## config.mk

```make
export PLATFORM = sky130hd
export DESIGN_NAME = som_ctrl
export DESIGN_NICKNAME = d
export VERILOG_FILES = /design/src/rtl/som_pkg.sv /design/src/rtl/som_ctrl.sv
export SDC_FILE = /design/constraint.sdc
export NUM_CORES = 1
export LEC_CHECK = 0
export ABC_AREA = 1
export BUFFER_PORTS_ARGS = -buffer_cell sky130_fd_sc_hd__buf_2
export CAP_MARGIN = 0
export CORE_MARGIN = 5
export CORE_UTILIZATION = 43
export DETAILED_ROUTE_END_ITERATION = 8
export PLACE_DENSITY = 0.78
export SYNTH_ARGS = -nofsm -noshare
export SYNTH_HDL_FRONTEND = slang
export SYNTH_SLANG_ARGS = --single-unit
```

## constraint.sdc

```tcl
create_clock -name clock -period 1.51 [get_ports clock]
set_clock_uncertainty 0.15 [all_clocks]
set_input_delay 0 -clock clock [delete_from_list [all_inputs] [get_ports clock]]
set_output_delay 0 -clock clock [all_outputs]
set_load 0.005 [all_outputs]
```

## src/rtl/som_pkg.sv

```systemverilog
// Shared types and constants for the self-organizing map training core.
// Holds the fixed-point constants, the 2^-x step table and the control bundles.
// No dependencies.
package som_pkg;

   localparam int NODE_COUNT  = 256;
   localparam int NODE_W      = 8;
   localparam int SIDE_W      = 5;
   localparam int COORD_W     = 4;
   localparam int WEIGHT_BITS = 16;
   localparam int WORD_W      = 3 * WEIGHT_BITS;
   localparam int ITER_W      = 16;
   localparam int RATE_W      = 16;
   localparam int DIST_W      = 35;
   localparam int R2_W        = 40;

   localparam int DIV_NUM_W = 60;
   localparam int DIV_DEN_W = 41;
   localparam int DIV_Q_W   = 20;
   localparam int EXP_X_W   = 34;
   localparam int EXP_V_W   = 31;

   localparam logic [SIDE_W-1:0] SIDE_MIN = 5'd2;
   localparam logic [SIDE_W-1:0] SIDE_MAX = 5'd16;

   localparam logic [16:0]        LOG2E_Q16 = 17'd94548;
   localparam logic [EXP_V_W-1:0] ONE_Q30   = 31'h4000_0000;
   localparam logic [EXP_V_W-1:0] HALF_Q30  = 31'h2000_0000;

   localparam logic [1:0] CSR_LATTICE_SIDE     = 2'd0;
   localparam logic [1:0] CSR_TOTAL_ITERATIONS = 2'd1;
   localparam logic [1:0] CSR_BEGIN_RATE       = 2'd2;

   localparam logic MODE_LOAD = 1'b1;

   typedef struct packed {
      logic latch;
      logic load_write;
      logic refuse;
      logic log_start;
      logic ydiv_start;
      logic yexp_start;
      logic r2_set;
      logic node_clear;
      logic node_advance;
      logic search_issue;
      logic upd_read;
      logic zdiv_start;
      logic zexp_start;
      logic gain_set;
      logic upd_write;
      logic qdiv_start;
      logic qexp_start;
      logic rate_set;
   } dp_cmd_type;

   typedef struct packed {
      logic mode_load;
      logic steps_zero;
      logic log_done;
      logic div_done;
      logic exp_done;
      logic node_last;
      logic pipe_empty;
      logic near;
   } dp_status_type;

   function automatic logic [29:0] root_step(input logic [3:0] idx);
      logic [29:0] r;
      case (idx)
         4'd0:  r = 30'd759250125;
         4'd1:  r = 30'd902905651;
         4'd2:  r = 30'd984625594;
         4'd3:  r = 30'd1028218693;
         4'd4:  r = 30'd1050733751;
         4'd5:  r = 30'd1062175491;
         4'd6:  r = 30'd1067942999;
         4'd7:  r = 30'd1070838486;
         4'd8:  r = 30'd1072289173;
         4'd9:  r = 30'd1073015252;
         4'd10: r = 30'd1073378477;
         4'd11: r = 30'd1073560135;
         4'd12: r = 30'd1073650976;
         4'd13: r = 30'd1073696399;
         4'd14: r = 30'd1073719111;
         4'd15: r = 30'd1073730468;
         default: r = 30'd0;
      endcase
      return r;
   endfunction

endpackage

```

## src/rtl/som_ctrl.sv

```systemverilog
// Controller state machine that sequences loads and training steps.
// Depends on som_pkg for the command and status bundles.
module som_ctrl import som_pkg::*; (
   input  logic          clock,
   input  logic          reset,
   input  logic          start,
   input  dp_status_type status,
   output dp_cmd_type    cmd,
   output logic          busy,
   output logic          rsp_valid
);

   localparam logic [4:0] ST_IDLE   = 5'd0;
   localparam logic [4:0] ST_DECIDE = 5'd1;
   localparam logic [4:0] ST_LOAD   = 5'd2;
   localparam logic [4:0] ST_LOG    = 5'd3;
   localparam logic [4:0] ST_YDIV   = 5'd4;
   localparam logic [4:0] ST_YEXP   = 5'd5;
   localparam logic [4:0] ST_SEARCH = 5'd6;
   localparam logic [4:0] ST_DRAIN  = 5'd7;
   localparam logic [4:0] ST_UREAD  = 5'd8;
   localparam logic [4:0] ST_UCHECK = 5'd9;
   localparam logic [4:0] ST_ZDIV   = 5'd10;
   localparam logic [4:0] ST_ZEXP   = 5'd11;
   localparam logic [4:0] ST_UWRITE = 5'd12;
   localparam logic [4:0] ST_QDIV   = 5'd13;
   localparam logic [4:0] ST_QEXP   = 5'd14;
   localparam logic [4:0] ST_RESP   = 5'd15;

   logic [4:0] state_ff;
   logic [4:0] state_in;

   always_ff @(posedge clock) begin
      if (reset) begin
         state_ff <= ST_IDLE;
      end else begin
         state_ff <= state_in;
      end
   end

   always_comb begin
      state_in = state_ff;
      cmd      = '0;
      case (state_ff)
         ST_IDLE: begin
            if (start) begin
               cmd.latch = 1'b1;
               state_in  = ST_DECIDE;
            end
         end
         ST_DECIDE: begin
            if (status.mode_load) begin
               state_in = ST_LOAD;
            end else if (status.steps_zero) begin
               cmd.refuse = 1'b1;
               state_in   = ST_RESP;
            end else begin
               cmd.log_start = 1'b1;
               state_in      = ST_LOG;
            end
         end
         ST_LOAD: begin
            cmd.load_write = 1'b1;
            state_in       = ST_RESP;
         end
         ST_LOG: begin
            if (status.log_done) begin
               cmd.ydiv_start = 1'b1;
               state_in       = ST_YDIV;
            end
         end
         ST_YDIV: begin
            if (status.div_done) begin
               cmd.yexp_start = 1'b1;
               state_in       = ST_YEXP;
            end
         end
         ST_YEXP: begin
            if (status.exp_done) begin
               cmd.r2_set     = 1'b1;
               cmd.node_clear = 1'b1;
               state_in       = ST_SEARCH;
            end
         end
         ST_SEARCH: begin
            cmd.search_issue = 1'b1;
            cmd.node_advance = 1'b1;
            if (status.node_last) begin
               state_in = ST_DRAIN;
            end
         end
         ST_DRAIN: begin
            if (status.pipe_empty) begin
               cmd.node_clear = 1'b1;
               state_in       = ST_UREAD;
            end
         end
         ST_UREAD: begin
            cmd.upd_read = 1'b1;
            state_in     = ST_UCHECK;
         end
         ST_UCHECK: begin
            if (status.near) begin
               cmd.zdiv_start = 1'b1;
               state_in       = ST_ZDIV;
            end else if (status.node_last) begin
               cmd.qdiv_start = 1'b1;
               state_in       = ST_QDIV;
            end else begin
               cmd.node_advance = 1'b1;
               state_in         = ST_UREAD;
            end
         end
         ST_ZDIV: begin
            if (status.div_done) begin
               cmd.zexp_start = 1'b1;
               state_in       = ST_ZEXP;
            end
         end
         ST_ZEXP: begin
            if (status.exp_done) begin
               cmd.gain_set = 1'b1;
               state_in     = ST_UWRITE;
            end
         end
         ST_UWRITE: begin
            cmd.upd_write = 1'b1;
            if (status.node_last) begin
               cmd.qdiv_start = 1'b1;
               state_in       = ST_QDIV;
            end else begin
               cmd.node_advance = 1'b1;
               state_in         = ST_UREAD;
            end
         end
         ST_QDIV: begin
            if (status.div_done) begin
               cmd.qexp_start = 1'b1;
               state_in       = ST_QEXP;
            end
         end
         ST_QEXP: begin
            if (status.exp_done) begin
               cmd.rate_set = 1'b1;
               state_in     = ST_RESP;
            end
         end
         ST_RESP: begin
            state_in = ST_IDLE;
         end
         default: begin
            state_in = ST_IDLE;
         end
      endcase
   end

   assign busy      = state_ff != ST_IDLE;
   assign rsp_valid = state_ff == ST_RESP;

endmodule

```

== After elaboration in Yosys (flattened, before gate mapping) ==
Index checks and enable logic that the tools add are counted.
Widths: inputs -> output; s select.
Operators by class
  add/subtract/negate cells: 0
  multiply operators: 0
  divide/modulo/power cells: 0
  $lt $le $gt $ge: 0
  eq/ne operators: 25
  shift-type cells: 0
  mux-type cells: 46
  bitwise operators: 0
  reductions and logical operators: 3
Operators with widths (count)
  $pmux 5 s15: 1
  $mux 5: 11
  $eq 5x4->1 const B: 8
  $mux 1: 25
  $eq 5x3->1 const B: 4
  $ne 2x2->1 const B: 10
  $eq 5x2->1 const B: 2
  $reduce_and 10->1: 1
  $mux 2: 3
  $mux 3: 2
  $eq 5x1->1 const B: 1
  $logic_not 5->1: 1
  $reduce_bool 5->1: 1
  $mux 4: 1
  $pmux 1 s2: 2
  $pmux 1 s3: 1
Word-level totals
  flip-flop bits (word level): 5
  latch bits: 0
  memory bits (writable): 0
  bits in read-only memories: 0
  input bits: 11
  output and inout bits: 20
  logic and storage cells: 75
  memories kept: 0

== Depth between registers and ports, before layout ==
Gate-level depths: netlist of the first run.
  word-level depth: 3
  depth in mapped cells: 9
  gate-level depth less buffers: 9

== Least setup slack after synthesis of the first run ==
Ideal clock, no wire load.
  path type: register to register
  start: register state_ff[0]
  end: register state_ff[3]
  library setup time: 0.070 ns
  arrival: 1.114 ns
  data required time: 1.290 ns
  setup slack: 0.176 ns
  stages on the path, launching flop included: 9
  path buffers: 0
  clock period less this slack: 1.334 ns
  path through: dfxtp_1 > inv_1 > nor2_1 > nand2_1 > nand3_2 > nand2_2 > nand3_2 > nand2_1 > a21oi_1
On the way
  longest elaborated chain between the ends: 3
  elaborated cells on any way between the ends: 27
  classes of those cells: eq/ne (24); mux (1); reduce/logical (2)
RTL lines
  from (decl): line som_ctrl.sv:30  | logic [4:0] state_ff;
  from (signal assigned): line som_ctrl.sv:37  | state_ff <= state_in;
  $eq 5x2->1 (tied with other cells): line som_ctrl.sv:44  | case (state_ff)
  $ne 2x2->1 (no source line)
  $reduce_and 10->1 (no source line)
Parallel ways exist; a longest one is shown, timed or not.
A chain may end at the register's enable or synchronous reset.

==> qor.log, run 1 <==
INFO  status         run_status=finished clean
INFO  critical_path  worst_setup_path_end_kind=output port
INFO  global_routing grt-ovfl-total=0
INFO  critical_path  timing.critical_path.cells=inv_2 > nand2_2 > buf_4 > nor4_2 > buf_2
INFO  timing         timing.final.crit_share=98.11%
INFO  clocking       cts.htree.levels=1
INFO  cells_and_area ff_latch_area=95.09squm
INFO  detailed_routing first_iter_violations=19
INFO  cells_and_area diodes_inserted=0
INFO  yosys          synth_fp_nets=124
INFO  cells_and_area area.growth.synth_to_final=60.26%
INFO  critical_path  timing.critical_path.fanout_max=6
INFO  global_routing antenna_found_initial=0
INFO  clocking       clock_tree_from_tritoncts=built
INFO  pwr            power=1.264mW
INFO  clocking       clock_tree.root_cell=clkbuf_4
INFO  detailed_routing drt_first_pass_iters=4
INFO  cells_and_area instances_no_fill=165
INFO  global_routing grt_first_pass_wirelength=2.884mm
INFO  global_routing first_global_vias=721
INFO  yosys          syn_area_per_cell=5.016squm
INFO  pwr            total_leakage_power=0.5641nW
INFO  flow_run       max_cap_violations=0
INFO  critical_path  timing.setup.critical_path_class=reg2out
INFO  critical_path  critical_path_required=1360ps
INFO  yosys          synth_top_cell_by_area=nand2_1
INFO  cells_and_area register_bank_with_the_most_flops=state_ff
INFO  detailed_routing drt-vias-per-instance=5.061
INFO  timing         rsz0062_at_grt=yes
INFO  clocking       ctsLongestPathBuffers=2
INFO  yosys          synthesis.area=566.8squm
INFO  cells_and_area layout_commonest_cell=buf_2
INFO  clocking       cts.clk_slew.worst_paths=40ps
INFO  place          place_congestion=0.8851
INFO  floorplan      area_enclosed_by_the_die_boundary=2144squm
INFO  yosys          synth.top_cell.area_share=21.19%
INFO  cells_and_area mostFrequentLayoutCells=30 x buf_2, 22 x nand2_1, 18 x nor2_1, 13 x inv_1, 13 x nand2_2
INFO  critical_path  critical_path_arrival=1330ps
INFO  timing         final-setup-viol-count=0
INFO  timing         worstMarginPinSlew=267.3ps
INFO  critical_path  crit_slowest_cell=dfxtp_4
INFO  clocking       clkSinkCount=4
INFO  floorplan      start_util=44.67%
INFO  clocking       post-cts-setup-buffers=0
INFO  cells_and_area finalNetCount=163
INFO  timing         slew_violations=0
INFO  global_routing overall_track_demand_over_capacity_in_global_routing=18.72%
INFO  detailed_routing via_count=835
INFO  global_routing grt_start_max_net_pins=8
INFO  timing         max_freq=0.6750GHz
INFO  cells_and_area post_route_cells_drive_above_1_share=53.33%
INFO  cells_and_area multi_input_area=519.2squm
INFO  timing         worst_slew_margin_rel=82.03%
INFO  place          post-dp-hpwl=1.492mm
INFO  place          place_worst_setup_slack=-0.2415ps
INFO  pwr            irDropWorstVdd=0.001109V
INFO  floorplan      floorplan.die.height=46.31microns
INFO  pwr            cellPowerDensity=1391nW/um^2
INFO  yosys          yosys_warnings=0
INFO  yosys          synth-seq-area-share=14.13%
INFO  cells_and_area num-fill-cells=117
INFO  floorplan      placeableCoreArea=1269squm
INFO  clocking       cts_buffers=3
INFO  detailed_routing postRouteAntennaNets=0
INFO  timing         setup-tns-final=0ps
INFO  min_path       min-delay-path-class=in2reg
INFO  place          place.detailed.instances=161
INFO  floorplan      core.rowCount=13
INFO  critical_path  critPathLaunchType=flop
INFO  detailed_routing route.final.wire_length=2.078mm
INFO  yosys          synth_top_cells_by_area=nand2_1 21%, nor2_1 15%, dfxtp_1 14%
INFO  detailed_routing detail_route.wl_per_cell=12.59microns
INFO  floorplan      ioPinCount=31
INFO  place          numPortBuffers=30
INFO  timing         layout_min_cycle_time=1481ps
INFO  clocking       worst_skew_pair.late_latency=230ps
INFO  yosys          yosys_register_bits=4
INFO  critical_path  critical_path.max_stage_delay=370ps
INFO  timing         layout_setup_ws=28.53ps
INFO  timing         finalHoldViolCount=0
INFO  detailed_routing detail_route.drc_violations=0
INFO  yosys          post_synth_inst_count=113
INFO  yosys          synth.lib_cells_used.distinct=17
INFO  critical_path  timing.reg2reg.setup_slack=50ps
INFO  cells_and_area max_ffs_per_register=4
INFO  cells_and_area biggestRegsByFlops=state_ff: 4 flops
INFO  floorplan      die_w=46.31microns
-- synthesized netlist by cell type --
library cell	n
nand2_1	32
nor2_1	23
inv_1	14
nand3_1	8
a21oi_1	6
nand2_2	5
nor2_2	5
dfxtp_1	4
inv_2	4
nor3_1	3
nand3_2	2
o21ai_0	2
a221o_1	1
nand3b_1	1
nor4_1	1
o21ai_1	1
or2_1	1
-- critical path, delay by kind of cell, from the launching register on --
family	cells	cell delay (ps)
buf+inv	3	440
flops	1	370
simple gates	2	290
-- logic make-up after synthesis --
kind of cell,count (synthesis),synth area share [%]
and+or+nand+nor,81,64.24
buffers and inverters,18,11.92
AOI/OAI and AO/OA,10,9.713
DFF,4,14.13
-- report_power, final --
part | internal (mW) | switching (mW)
combinational | 0.334 | 0.540
sequential | 0.164 | 0.0997
clock | 0.0884 | 0.0379
total | 0.587 | 0.677
-- stage by stage --
| stage | utilization [%] | cell area, sq um | hold slack [ps] |
|---|---|---|---|
| final | 71.60 | 908.4 | 90.83 |
| after global routing | 71.60 | 908.4 | 120.1 |
| after CTS | 62.72 | 795.8 | 67.56 |
| after detailed placement | 59.76 | 758.2 | 60.66 |
| after global placement | 59.76 | 758.2 | 53.14 |
| after floorplan | - | 566.8 | -114.7 |
-- worst paths after layout --
kind	cells after the start	to	from
max	5	cmd[14]	state_ff[3]
min	5	state_ff[1]	status[0]
max reg2reg	9	state_ff[3]	state_ff[3]
min reg2reg	2	state_ff[3]	state_ff[3]
-- area by class of cell --
type | count | area share (%)
clock buffers | 3 | 2.479
multi-input cells | 91 | 57.16
repair buffers | 34 | 20.11
inverters | 18 | 7.714
well taps | 15 | 2.066
flip-flops and latches | 4 | 10.47
-- repair_timing --
item / in CTS / in global routing
hold endpoints to repair: 4 / 0
pin swaps: 0 / 5
hold buffers: 1 / 0
endpoints found under the setup margin: 6 / 9
gates resized for setup: 4 / 34
-- metal layers --
metal | global-route usage, % | vias up | routed length, microns
met1 | 22.30 | 373 | 827
met4 | 10.23 | 0 | 27
met5 | 0 | - | 0
met3 | 3.125 | 2 | 116
met2 | 31.32 | 30 | 1107
li1 | - | 430 | -
(Power assumes the default switching activity.)
==> run 2: changes to the inputs <==
==> config.mk (replaced) <==
export PLATFORM = sky130hd
export DESIGN_NAME = som_ctrl
export DESIGN_NICKNAME = d
export VERILOG_FILES = /design/src/rtl/som_pkg.sv /design/src/rtl/som_ctrl.sv
export SDC_FILE = /design/constraint.sdc
export NUM_CORES = 1
export LEC_CHECK = 0
export ABC_AREA = 1
export CAP_MARGIN = 0
export CORE_AREA = 5 5 42 44
export DETAILED_ROUTE_END_ITERATION = 8
export DIE_AREA = 0 0 47 49
export DONT_BUFFER_PORTS = 1
export SYNTH_ARGS = -nofsm -noshare
export SYNTH_HDL_FRONTEND = slang
export SYNTH_SLANG_ARGS = --single-unit
==> qor.log, run 2 (synthesized netlist as in run 1, its figures left out) <==
INFO  critical_path  worst_setup_path_end_kind=flop [was output port]
INFO  floorplan      start_util=40.45% [was 44.67%]
INFO  timing         timing.final.crit_share=95.53% [was 98.11%]
INFO  pwr            combinational_share_of_power=64.9% [was 69.1%]
INFO  place          place_congestion=0.9053 [was 0.8851]
INFO  global_routing antenna_found_initial=0 [unchanged]
INFO  cells_and_area area.growth.synth_to_final=40.40% [was 60.26%]
INFO  cells_and_area layout_commonest_cell=nand2_1 [was buf_2]
INFO  critical_path  critPathLaunchType=flop [unchanged]
INFO  critical_path  timing.setup.critical_path_class=reg2reg [was reg2out]
INFO  timing         rsz0062_at_grt=yes [unchanged]
INFO  critical_path  critical_path_required=1530ps [was 1360 ps]
INFO  pwr            total_net_switching_power=0.5932mW [was 0.6774 mW]
INFO  detailed_routing detail_route.wl_per_cell=11.85microns [was 12.59 microns]
INFO  place          postPlaceCellArea=616.8squm [was 758.2 sq um]
INFO  timing         finalHoldViolCount=0 [unchanged]
INFO  detailed_routing met3_length=151microns [was 116 microns]
INFO  global_routing grt-ovfl-total=0 [unchanged]
INFO  floorplan      area_enclosed_by_the_die_boundary=2303squm [was 2144 sq um]
INFO  cells_and_area ff_latch_area=95.09squm [unchanged]
INFO  clocking       ctsLongestPathBuffers=2 [unchanged]
INFO  timing         worstMarginPinSlew=319.9ps [was 267.3 ps]
INFO  detailed_routing maxUsedRoutingLayer=met3 [was met4]
INFO  critical_path  critical_path_arrival=1460ps [was 1330 ps]
INFO  floorplan      core.rowCount=14 [was 13]
INFO  cells_and_area diodes_inserted=0 [unchanged]
INFO  cells_and_area register_bank_with_the_most_flops=state_ff [unchanged]
INFO  floorplan      ioPinCount=31 [unchanged]
INFO  clocking       cts.htree.levels=1 [unchanged]
INFO  timing         layout_min_cycle_time=1442ps [was 1481 ps]
INFO  global_routing grt_first_pass_wirelength=2.518mm [was 2.884 mm]
INFO  floorplan      placeableCoreArea=1401squm [was 1269 sq um]
INFO  cells_and_area mostFrequentLayoutCells=27 x nand2_1, 17 x nor2_1, 13 x inv_1, 9 x nor2_2, 8 x nand2_2 [was 30 x buf_2, 22 x nand2_1, 18 x nor2_1, 13 x inv_1, 13 x nand2_2]
INFO  cells_and_area multi_input_area=480.5squm [was 519.2 sq um]
INFO  clocking       cts_buffers=3 [unchanged]
INFO  cells_and_area stdcell_area=795.8squm [was 908.4 sq um]
INFO  critical_path  crit_slowest_cell=dfxtp_4 [unchanged]
INFO  detailed_routing drt-met1-wl=770microns [was 827 microns]
INFO  timing         slew_violations=0 [unchanged]
INFO  pwr            power=1.119mW [was 1.264 mW]
INFO  pwr            power.internal=0.5259mW [was 0.5865 mW]
INFO  detailed_routing drt_first_pass_iters=4 [unchanged]
INFO  critical_path  critical_path.max_stage_delay=390ps [was 370 ps]
INFO  detailed_routing drt-vias-per-instance=5.160 [was 5.061]
INFO  detailed_routing via_count=743 [was 835]
INFO  pwr            seq_power_share=23.1% [was 20.9%]
INFO  detailed_routing first_iter_violations=22 [was 19]
INFO  flow_run       max_cap_violations=0 [unchanged]
INFO  timing         final-setup-viol-count=0 [unchanged]
INFO  clocking       cts.clk_slew.worst_paths=40ps [about the same]
INFO  clocking       clkSinkCount=4 [unchanged]
INFO  cells_and_area biggestRegsByFlops=state_ff: 4 flops [unchanged]
INFO  global_routing grt_start_max_net_pins=8 [unchanged]
INFO  min_path       min-delay-path-class=in2out [was in2reg]
INFO  floorplan      die_w=47microns [was 46.31 microns]
INFO  pwr            total_leakage_power=0.4416nW [was 0.5641 nW]
INFO  place          place_worst_setup_slack=4.692ps [was -0.2415 ps]
INFO  critical_path  timing.critical_path.fanout_max=7 [was 6]
INFO  global_routing overall_track_demand_over_capacity_in_global_routing=13.92% [was 18.72%]
INFO  cells_and_area max_ffs_per_register=4 [unchanged]
INFO  timing         max_freq=0.6933GHz [was 0.6750 GHz]
INFO  clocking       worst_skew_pair.late_latency=240ps [was 230 ps]
INFO  clocking       clock_tree.root_cell=clkbuf_4 [unchanged]
INFO  timing         setup-tns-final=0ps [unchanged]
INFO  timing         worst_slew_margin_rel=78.47% [was 82.03%]
INFO  detailed_routing dr_wl_met2=785microns [was 1.107 mm]
INFO  critical_path  timing.critical_path.cells=inv_1 > nor2_2 > nand2_1 > nand3_2 > nand2_2 > nand3_2 > nand2_1 > a21oi_2 [was inv_2 > nand2_2 > buf_4 > nor4_2 > buf_2]
INFO  place          numPortBuffers=0 [was 30]
INFO  cells_and_area num-fill-cells=137 [was 117]
INFO  pwr            irDropWorstVdd=0.0005869V [was 0.001109 V]
INFO  clocking       clock_tree_from_tritoncts=built [unchanged]
INFO  cells_and_area post_route_cells_drive_above_1_share=33.59% [was 53.33%]
INFO  detailed_routing route.final.wire_length=1.706mm [was 2.078 mm]
INFO  pwr            cellPowerDensity=1406nW/um^2 [was 1391 nW/um^2]
INFO  detailed_routing detail_route.drc_violations=0 [unchanged]
INFO  timing         layout_setup_ws=67.56ps [was 28.53 ps]
INFO  cells_and_area finalNetCount=141 [was 163]
INFO  pwr            swShare=53.01% [was 53.60%]
INFO  place          post-dp-hpwl=1.304mm [was 1.492 mm]
INFO  detailed_routing postRouteAntennaNets=0 [unchanged]
INFO  status         run_status=finished clean [unchanged]
INFO  pwr            power.share.clock=12.0% [was 10.0%]
INFO  floorplan      floorplan.die.height=49microns [was 46.31 microns]
INFO  global_routing first_global_vias=656 [was 721]
[run 2: changes by cell type in the layout (fill, tap and decap cells not counted), sizes merged]
cell	previous run	this run
buf	33	5
dlygate4sd3	1	7
[run 2: final timing paths]
path | from | to | slack, ps | depth (start not counted)
max reg2reg | state_ff[0] | state_ff[3] | 70 | 8
min reg2reg | state_ff[1] | state_ff[1] | 390 | 2
max | state_ff[0] | state_ff[3] | 70 | 8
min | status[4] | cmd[5] | 30 | 2
[run 2: layout make-up]
type | count | share of cell area [%]
multi-input cells | 91 | 60.38
clock buffers | 3 | 2.830
well taps | 16 | 2.516
flip-flops and latches | 4 | 11.95
repair buffers | 12 | 13.52
inverters | 18 | 8.805
[run 2: metrics by stage]
step / util [%] / std cells / hold slack (ps)
floorplan: - / 113 / -114.7
global placement: 44.02 / 133 / -109.5
detailed placement: 44.02 / 133 / -109.4
CTS: 50.71 / 143 / 28.87
global route: 56.79 / 144 / 48.43
finish: 56.79 / 144 / 25.16
[run 2: power by group through the flow]
stage / combinational (mW) / clock (mW) / sequential, mW
after floorplan: 0.491 / 0 / 0.197
after global placement: 0.617 / 0 / 0.209
after detailed placement: 0.614 / 0 / 0.209
after CTS: 0.633 / 0.136 / 0.209
after global routing: 0.829 / 0.138 / 0.268
final: 0.727 / 0.134 / 0.258
[run 2: worst max-delay path, delay by kind of cell (launching register included)]
family / cells / cell delay, ps
AND/OR/NAND/NOR: 6 / 640
flip-flops: 1 / 390
AO/OA/AOI/OAI: 1 / 130
buffers and inverters: 1 / 80
[run 2: what timing repair did]
item / 4_1_cts / 5_1_grt
setup buffers: 0 / 1
setup endpoints to repair: 2 / 7
hold buffers: 7 / 0
hold endpoints to repair: 9 / 0
pin swaps: 0 / 4
resized for setup: 1 / 27
[run 2: metal layers]
| layer | up-vias | GRT usage (%) |
|---|---|---|
| li1 | 387 | - |
| met1 | 320 | 18.16 |
| met2 | 36 | 22.85 |
| met3 | 0 | 2.952 |
| met4 | 0 | 2.765 |
| met5 | - | 0 |
